==> src/rtl/ucodec_pkg.sv <==
// ucodec_pkg: shared types and constants of the utf-8 stream codec
// no dependencies; used by every rtl file of the codec
package ucodec_pkg;

   localparam int SymbolWidth   = 31;
   localparam int UnitWidth     = 16;
   localparam int CountWidth    = 3;
   localparam int DefQueueDepth = 4;

   localparam logic DirDecode = 1'b0;
   localparam logic DirEncode = 1'b1;

   // one job between front and back
   typedef struct packed {
      logic                   encode;
      logic [SymbolWidth-1:0] code;
      logic [CountWidth-1:0]  nbytes;
   } job_type;

   typedef struct packed {
      logic full;
      logic empty;
   } queue_status_type;

endpackage

==> src/rtl/ucodec_front.sv <==
// ucodec_front: accepts words, holds the direction register and the decode state
// depends on ucodec_pkg; pushes one job per accepted word that makes results
module ucodec_front
   import ucodec_pkg::*;
(
   input  logic                   clock,
   input  logic                   reset,
   input  logic                   req_push,
   input  logic [SymbolWidth-1:0] req_symbol,
   input  logic                   csr_valid,
   input  logic                   csr_data,
   input  queue_status_type       queue_status,
   output logic                   job_push,
   output job_type                job
);

   logic        direction_ff, direction_in;
   logic [7:0]  lead_shift_ff, lead_shift_in;
   logic [31:0] acc_ff, acc_in;
   logic        accept;
   logic [7:0]  c;

   assign accept = req_push && !queue_status.full;
   assign c      = req_symbol[7:0];

   always_comb begin
      direction_in  = csr_valid ? csr_data : direction_ff;
      lead_shift_in = lead_shift_ff;
      acc_in        = acc_ff;
      job_push      = 1'b0;
      job.encode    = 1'b0;
      job.code      = req_symbol;
      job.nbytes    = CountWidth'(1);
      if (accept) begin
         if (direction_ff == DirDecode) begin
            if (!c[7]) begin
               lead_shift_in = 8'h00;
               acc_in        = 32'h0;
               job_push      = (c != 8'h00);
               job.code      = {{(SymbolWidth-8){1'b0}}, c};
            end else if (c[6]) begin
               lead_shift_in = c;
               if (!c[5])      acc_in = {27'h0, c[4:0]};
               else if (!c[4]) acc_in = {28'h0, c[3:0]};
               else if (!c[3]) acc_in = {29'h0, c[2:0]};
               else if (!c[2]) acc_in = {30'h0, c[1:0]};
               else            acc_in = {31'h0, c[0]};
            end else begin
               lead_shift_in = {lead_shift_ff[6:0], 1'b0};
               acc_in        = {acc_ff[25:0], c[5:0]};
               job_push      = !lead_shift_in[6] && (acc_in[31:16] == 16'h0)
                               && (acc_in[15:7] != 9'h0);
               job.code      = {{(SymbolWidth-16){1'b0}}, acc_in[15:0]};
            end
         end else begin
            job_push   = 1'b1;
            job.encode = 1'b1;
            if (req_symbol[30:7] == 24'h0)       job.nbytes = CountWidth'(1);
            else if (req_symbol[30:11] == 20'h0) job.nbytes = CountWidth'(2);
            else if (req_symbol[30:16] == 15'h0) job.nbytes = CountWidth'(3);
            else if (req_symbol[30:21] == 10'h0) job.nbytes = CountWidth'(4);
            else if (req_symbol[30:26] == 5'h0)  job.nbytes = CountWidth'(5);
            else                                 job.nbytes = CountWidth'(6);
         end
      end
   end

   always_ff @(posedge clock) begin
      if (reset) begin
         direction_ff  <= DirDecode;
         lead_shift_ff <= 8'h00;
         acc_ff        <= 32'h0;
      end else begin
         direction_ff  <= direction_in;
         lead_shift_ff <= lead_shift_in;
         acc_ff        <= acc_in;
      end
   end

endmodule

==> src/rtl/ucodec_queue.sv <==
// ucodec_queue: short job queue between front and back, in flip-flops
// depends on ucodec_pkg for the job type
module ucodec_queue
   import ucodec_pkg::*;
#(
   parameter int DEPTH = DefQueueDepth
) (
   input  logic             clock,
   input  logic             reset,
   input  logic             push,
   input  job_type          push_job,
   input  logic             pop,
   output job_type          head,
   output queue_status_type status
);

   localparam int PtrWidth = (DEPTH > 1) ? $clog2(DEPTH) : 1;
   localparam int CntWidth = $clog2(DEPTH + 1);

   job_type               mem_ff [DEPTH];
   logic [PtrWidth-1:0]   wr_ptr_ff, rd_ptr_ff;
   logic [CntWidth-1:0]   count_ff;
   logic                  do_push, do_pop;

   assign status.full  = (count_ff == CntWidth'(DEPTH));
   assign status.empty = (count_ff == '0);
   assign do_push      = push && !status.full;
   assign do_pop       = pop && !status.empty;
   assign head         = mem_ff[rd_ptr_ff];

   always_ff @(posedge clock) begin
      if (do_push) begin
         mem_ff[wr_ptr_ff] <= push_job;
      end
   end

   always_ff @(posedge clock) begin
      if (reset) begin
         wr_ptr_ff <= '0;
         rd_ptr_ff <= '0;
         count_ff  <= '0;
      end else begin
         if (do_push) begin
            wr_ptr_ff <= (wr_ptr_ff == PtrWidth'(DEPTH - 1)) ? '0 : wr_ptr_ff + 1'b1;
         end
         if (do_pop) begin
            rd_ptr_ff <= (rd_ptr_ff == PtrWidth'(DEPTH - 1)) ? '0 : rd_ptr_ff + 1'b1;
         end
         if (do_push && !do_pop) begin
            count_ff <= count_ff + 1'b1;
         end else if (do_pop && !do_push) begin
            count_ff <= count_ff - 1'b1;
         end
      end
   end

endmodule

==> src/rtl/ucodec_back.sv <==
// ucodec_back: serializes queued jobs into result words behind an output register
// depends on ucodec_pkg; one result word per cycle while the queue holds jobs and the receiver pops
module ucodec_back
   import ucodec_pkg::*;
(
   input  logic                 clock,
   input  logic                 reset,
   input  job_type              head,
   input  queue_status_type     queue_status,
   output logic                 job_pop,
   input  logic                 rsp_pop,
   output logic                 rsp_empty,
   output logic [UnitWidth-1:0] rsp_unit,
   output logic                 rsp_last
);

   logic [CountWidth-1:0] pos_ff, pos_in;
   logic [CountWidth-1:0] idx;
   logic                  valid_ff, valid_in;
   logic [UnitWidth-1:0]  unit_ff, unit_in;
   logic                  last_ff, last_in;
   logic                  load, is_last;
   logic [7:0]            lead_byte, cont_byte;
   logic [5:0]            chunk;

   assign load    = !valid_ff || rsp_pop;
   assign idx     = head.nbytes - CountWidth'(1) - pos_ff;
   assign is_last = !head.encode || (idx == '0);

   always_comb begin
      unique case (head.nbytes)
         CountWidth'(2): lead_byte = {3'b110, head.code[10:6]};
         CountWidth'(3): lead_byte = {4'b1110, head.code[15:12]};
         CountWidth'(4): lead_byte = {5'b11110, head.code[20:18]};
         CountWidth'(5): lead_byte = {6'b111110, head.code[25:24]};
         CountWidth'(6): lead_byte = {7'b1111110, head.code[30]};
         default:        lead_byte = head.code[7:0];
      endcase
      unique case (idx)
         CountWidth'(1): chunk = head.code[11:6];
         CountWidth'(2): chunk = head.code[17:12];
         CountWidth'(3): chunk = head.code[23:18];
         CountWidth'(4): chunk = head.code[29:24];
         CountWidth'(5): chunk = {5'b0, head.code[30]};
         default:        chunk = head.code[5:0];
      endcase
      cont_byte = {2'b10, chunk};
   end

   always_comb begin
      valid_in = valid_ff && !rsp_pop;
      unit_in  = unit_ff;
      last_in  = last_ff;
      pos_in   = pos_ff;
      job_pop  = 1'b0;
      if (load && !queue_status.empty) begin
         valid_in = 1'b1;
         last_in  = is_last;
         if (!head.encode) begin
            unit_in = head.code[UnitWidth-1:0];
         end else if (pos_ff == '0) begin
            unit_in = {8'h00, lead_byte};
         end else begin
            unit_in = {8'h00, cont_byte};
         end
         if (is_last) begin
            job_pop = 1'b1;
            pos_in  = '0;
         end else begin
            pos_in  = pos_ff + 1'b1;
         end
      end
   end

   always_ff @(posedge clock) begin
      if (reset) begin
         valid_ff <= 1'b0;
         pos_ff   <= '0;
      end else begin
         valid_ff <= valid_in;
         pos_ff   <= pos_in;
      end
      unit_ff <= unit_in;
      last_ff <= last_in;
   end

   assign rsp_empty = !valid_ff;
   assign rsp_unit  = unit_ff;
   assign rsp_last  = last_ff;

endmodule

==> src/rtl/utf8_stream_codec.sv <==
// utf8_stream_codec: top level of the utf-8 stream codec
// depends on ucodec_pkg, ucodec_front, ucodec_queue, ucodec_back
//
// usage:
//   req channel: push a word on req_symbol while req_full is low. in decode
//   mode bits 7..0 are one utf-8 byte; in encode mode all 31 bits are a code
//   point.
//   rsp channel: while rsp_empty is low the oldest result word is on rsp_unit
//   and rsp_last; pop takes it. decode gives zero or one code point per byte,
//   encode gives one to six bytes per code point, rsp_last on the final one.
//   csr channel: csr_ready is always high; csr_data sets the direction
//   (0 decode, 1 encode). write it only while the block is idle.
//   a word that makes a result is written into the job queue at the edge that accepts it and
//   is loaded into the output register once that is free. throughput is one result word per
//   cycle while the receiver pops, set by the output register; decode takes one byte per cycle
//   while the queue has room, encode emits the n bytes of a code point one after another, with
//   the job queue absorbing bursts. reset clears the queue, the output register, the decode
//   state and the direction (decode). a stalled receiver holds the output register; the queue
//   then fills and req_full rises.
module utf8_stream_codec
   import ucodec_pkg::*;
#(
   parameter int QUEUE_DEPTH = DefQueueDepth
) (
   input  logic                   clock,
   input  logic                   reset,
   input  logic                   req_push,
   output logic                   req_full,
   input  logic [SymbolWidth-1:0] req_symbol,
   output logic                   rsp_empty,
   input  logic                   rsp_pop,
   output logic [UnitWidth-1:0]   rsp_unit,
   output logic                   rsp_last,
   input  logic                   csr_valid,
   output logic                   csr_ready,
   input  logic                   csr_data
);

   queue_status_type queue_status;
   job_type          push_job, head;
   logic             job_push, job_pop;

   assign req_full  = queue_status.full;
   assign csr_ready = 1'b1;

   ucodec_front u_front (
      .clock        (clock),
      .reset        (reset),
      .req_push     (req_push),
      .req_symbol   (req_symbol),
      .csr_valid    (csr_valid),
      .csr_data     (csr_data),
      .queue_status (queue_status),
      .job_push     (job_push),
      .job          (push_job)
   );

   ucodec_queue #(
      .DEPTH (QUEUE_DEPTH)
   ) u_queue (
      .clock    (clock),
      .reset    (reset),
      .push     (job_push),
      .push_job (push_job),
      .pop      (job_pop),
      .head     (head),
      .status   (queue_status)
   );

   ucodec_back u_back (
      .clock        (clock),
      .reset        (reset),
      .head         (head),
      .queue_status (queue_status),
      .job_pop      (job_pop),
      .rsp_pop      (rsp_pop),
      .rsp_empty    (rsp_empty),
      .rsp_unit     (rsp_unit),
      .rsp_last     (rsp_last)
   );

endmodule

==> config.mk <==
export PLATFORM = sky130hd
export DESIGN_NAME = utf8_stream_codec
export DESIGN_NICKNAME = d
export VERILOG_FILES = /design/src/rtl/ucodec_pkg.sv /design/src/rtl/ucodec_front.sv /design/src/rtl/ucodec_queue.sv /design/src/rtl/ucodec_back.sv /design/src/rtl/utf8_stream_codec.sv
export SDC_FILE = /design/constraint.sdc
export NUM_CORES = 1
export LEC_CHECK = 0
export BUFFER_PORTS_ARGS = -buffer_cell sky130_fd_sc_hd__buf_2
export CORE_ASPECT_RATIO = 1.5
export CORE_MARGIN = 5
export CORE_UTILIZATION = 54
export DETAILED_ROUTE_END_ITERATION = 10
export PLACE_DENSITY = 0.8
export SYNTH_ARGS = -nofsm -noshare
export SYNTH_HDL_FRONTEND = slang
export SYNTH_SLANG_ARGS = --single-unit
==> constraint.sdc <==
create_clock -name clock -period 3.8 [get_ports clock]
set_input_delay 0.38 -clock clock [delete_from_list [all_inputs] [get_ports clock]]
set_output_delay 0.38 -clock clock [all_outputs]
set_load 0.01 [all_outputs]
==> summary.md <==
| Metric | Value |
|---|---|
| Top_reg_cell synth | `edfxtp_1` |
| Post-CTS setup buffers | `0` |
| Post-DP HPWL | `12200 um` |
| Synth warn | `0` |
| Sw power | `~1900 uW` |
| Num Clock Sinks | `203` |
| Initial Utilization | `0.549` |
| Status | `completed` |
| Internal Dissipation | `4530 uW` |
| Placed inst area | `roughly 9100 sq um` |
| P_leak | `0.00334 uW` |
| CTS Buffer Depth | `3` |
| Fin nets | `around 700` |
| Clock power frac | `0.279` |
| Gpl congestion | `0.886` |
| Synth Register Bits | `203` |
| Die ar. | `~19000 sq um` |
| Sw Ratio | `0.301` |
| Syn avg cell area | `14.5 sq um` |
| Die X-Extent | `113 um` |
| Diodes inserted | `0` |
| Yosys top cell area share | `0.550` |
| Routed Antenna Nets | `0` |
| Syn nets | `641` |
| WL final | `around 18000 um` |
| TritonCTS clock tree | `yes` |
| CTS Buf Count | `19` |
| WHS | `approximately 0.14 ns` |
| Hold-fix buffers, CTS | `0` |
| DRT Pass-1 Iters | `5` |
| Gate Count Post-Synth | `a little under 600` |
| Fin. max-slew vios | `0` |
| Clk_lat worst skew | `0.48 ns` |
| Layout cell share with drive strength beyond 1 | `0.231` |
| GRT Overall Usage | `0.201` |
| DR WL/cell | `20.9 um` |
| Period utilization | `0.916` |
| Worst path slowest cell | `mux4_2` |
| TNS Setup | `0 ns` |
| RSZ-0062 raised after global routing | `false` |
| Die extent in y | `between 150 and 200 um` |
| Max Fclk | `287 MHz` |
| Layout area overhead | `12.8%` |
| Largest net degree at the start of global routing | `45` |
| Clock Pin Slew Worst Setup and Hold Paths | `approximately 0.060 ns` |
| Most common cell after layout, fill and taps aside | `edfxtp_1` |
| HP Class | `input pin to flop` |
| Initial DRC Count | `roughly 380` |
| Number of synthesized flops with an enable pin | `157` |
| # fillers | `1121` |
| Top delay family on crit path | `adder cells` |
| DR vias/cell | `6.08` |
| Via count | `5242` |
| Root Driver | `clkbuf_16` |
| Slew @ Worst Pin | `about 0.8 ns` |
| Slew margin rel. | `0.478` |
| Buf+Inv Stages, Crit Path | `2` |
| PD cells | `around 670 nW/um^2` |
| Gate power share | `0.290` |
| Worst endpoint required time | `about 4.2 ns` |
| Post-route cell area | `slightly below 10000 sq um` |
| Final setup viols | `0` |
| Synthesized area | `between 8000 and 9000 sq um` |
| CP Data Arrival Time | `a little under 4 ns` |
| DRC | `0` |
| Sequential share of power | `0.432` |
| Post-CTS Resized | `0` |
| Crit. End Element | `flop` |
| Max-Cap Viols | `0` |
| Max rail drop VDD | `520 uV` |
| Core outline area | `15600 sq um` |
| Setup Skew | `approximately 0.016 ns` |
| CP max FO | `11` |
| I/O pins | `57` |
| WS Path Type | `flop to flop` |
| PortBufs | `55` |
| Antenna violations before repair | `0` |
| Post-synth ARST share | `0` |
| H-tree depth | `1` |
| Fin crit period | `~3.5 ns` |
| Vias in the first global route | `5342` |
| Total grt overflow | `0` |
| Startpoint types | `flop` |
| Hold Fails Final Rpt | `0` |
| CP max stage delay | `0.46 ns` |
| Netlist cell types | `56` |
| Register area share after synthesis | `0.657` |
| Crit-path cells | `mux4_2, inv_1, fa_1, xnor2_2, xnor2_4, o21ai_4, nand2_1, ha_1, inv_1, fa_1, xor2_1, or3_1, a21oi_1` |
| Synth area leader | `edfxtp_1` |
| Most frequent cells in the layout | `157 x edfxtp_1, 55 x buf_2, 45 x nor2_1, 45 x dfxtp_1, 38 x nand2_1` |
| Synth area leaders | `edfxtp_1 55%, dfxtp_1 11%, mux4_2 9.2%` |
| First-pass GRT wire length | `29000 um` |
| Cell Rows | `56` |
==> path summary, 6_finish.rpt <==
check	from	end	slack [ns]	cells after the start
setup / recovery	flop	u_queue.count_ff[2]	0.32	13
hold / removal	csr_data	u_front.direction_ff	0.14	3
setup reg to reg	flop	u_queue.count_ff[2]	0.32	13
hold reg to reg	u_front.lead_shift_ff[3]	u_front.lead_shift_ff[3]	0.45	2
==> state kept, by name, indices dropped and copies added, names as in the netlist, named ones only <==
name / count
u_back.pos_ff: 3
u_front.lead_shift_ff: 6
u_back.rsp_last: 1
u_queue.wr_ptr_ff: 2
u_front.acc_ff: 26
u_queue.mem_ff: 140
u_queue.count_ff: 3
u_back.valid_ff: 1
u_back.rsp_unit: 16
u_front.direction_ff: 1
u_queue.rd_ptr_ff: 2
==> power by group through the flow <==
stage	combinational, uW	clock, uW	sequential [uW]
after detailed placement	1870	0	2840
final	1880	1800	2790
after global routing	2060	1940	2820
after CTS	1880	1840	2800
after global placement	1810	0	2820
after floorplan	1320	0	2870
==> layer usage <==
metal,global-route usage,share of wire,vias to the layer above
li1,-,-,2375
met1,0.246,0.37,2601
met2,0.363,0.53,217
met3,0.0243,0.059,49
met4,0.0787,0.038,0
met5,0,0,-
==> through the flow <==
stage | setup slack, ns | utilization | cells | total power (uW)
global placement | 0.472 | 0.581 | 831 | 4640
detailed placement | 0.348 | 0.581 | 831 | 4710
floorplan | 0.0269 | - | 593 | 4190
global route | 0.120 | 0.619 | 862 | 6820
CTS | 0.317 | 0.619 | 862 | 6510
finish | 0.318 | 0.619 | 862 | 6470
==> cell usage after synthesis (7+ instances only) <==
library cell / instances
nor3_1: 9
nand2_1: 38
clkbuf_1: 25
nand3_1: 10
a22oi_1: 21
nor2b_1: 8
nor2_1: 45
buf_2: 8
mux2i_1: 15
o21ai_0: 7
nor4_1: 7
inv_1: 18
and2_1: 20
mux4_2: 35
a21oi_1: 30
edfxtp_1: 157
dfxtp_1: 46
ha_1: 9
a22o_1: 8
==> worst reg2reg max path: stages (launching register included) <==
cell and delay (ns):
dfxtp_2 0.35, mux4_2 0.47, inv_1 0.12, fa_1 0.42
xnor2_2 0.26, xnor2_4 0.17, o21ai_4 0.11, nand2_1 0.16
ha_1 0.21, inv_1 0.07, fa_1 0.44, xor2_1 0.19
or3_1 0.31, a21oi_1 0.14
==> layout make-up <==
| class | instances | area [sq um] | area share |
|---|---|---|---|
| repair buffers | 71 | 395 | 0.0409 |
| clock buffers | 26 | 532 | 0.0550 |
| multi-input cells | 336 | 2730 | 0.282 |
| well taps | 203 | 254 | 0.0263 |
| flip-flops and latches | 203 | 5640 | 0.583 |
| clock inverters | 5 | 55.1 | 0.00570 |
| inverters | 18 | 67.6 | 0.00699 |
==> logic make-up after synthesis <==
family / share of synthesized area
flops: 0.657
fa+ha+maj: 0.0178
simple gates: 0.0952
other cells: 0.000437
mux: 0.117
compound gates: 0.0794
buf+inv: 0.0261
xor+xnor: 0.00628
(Power assumes the default switching activity.)
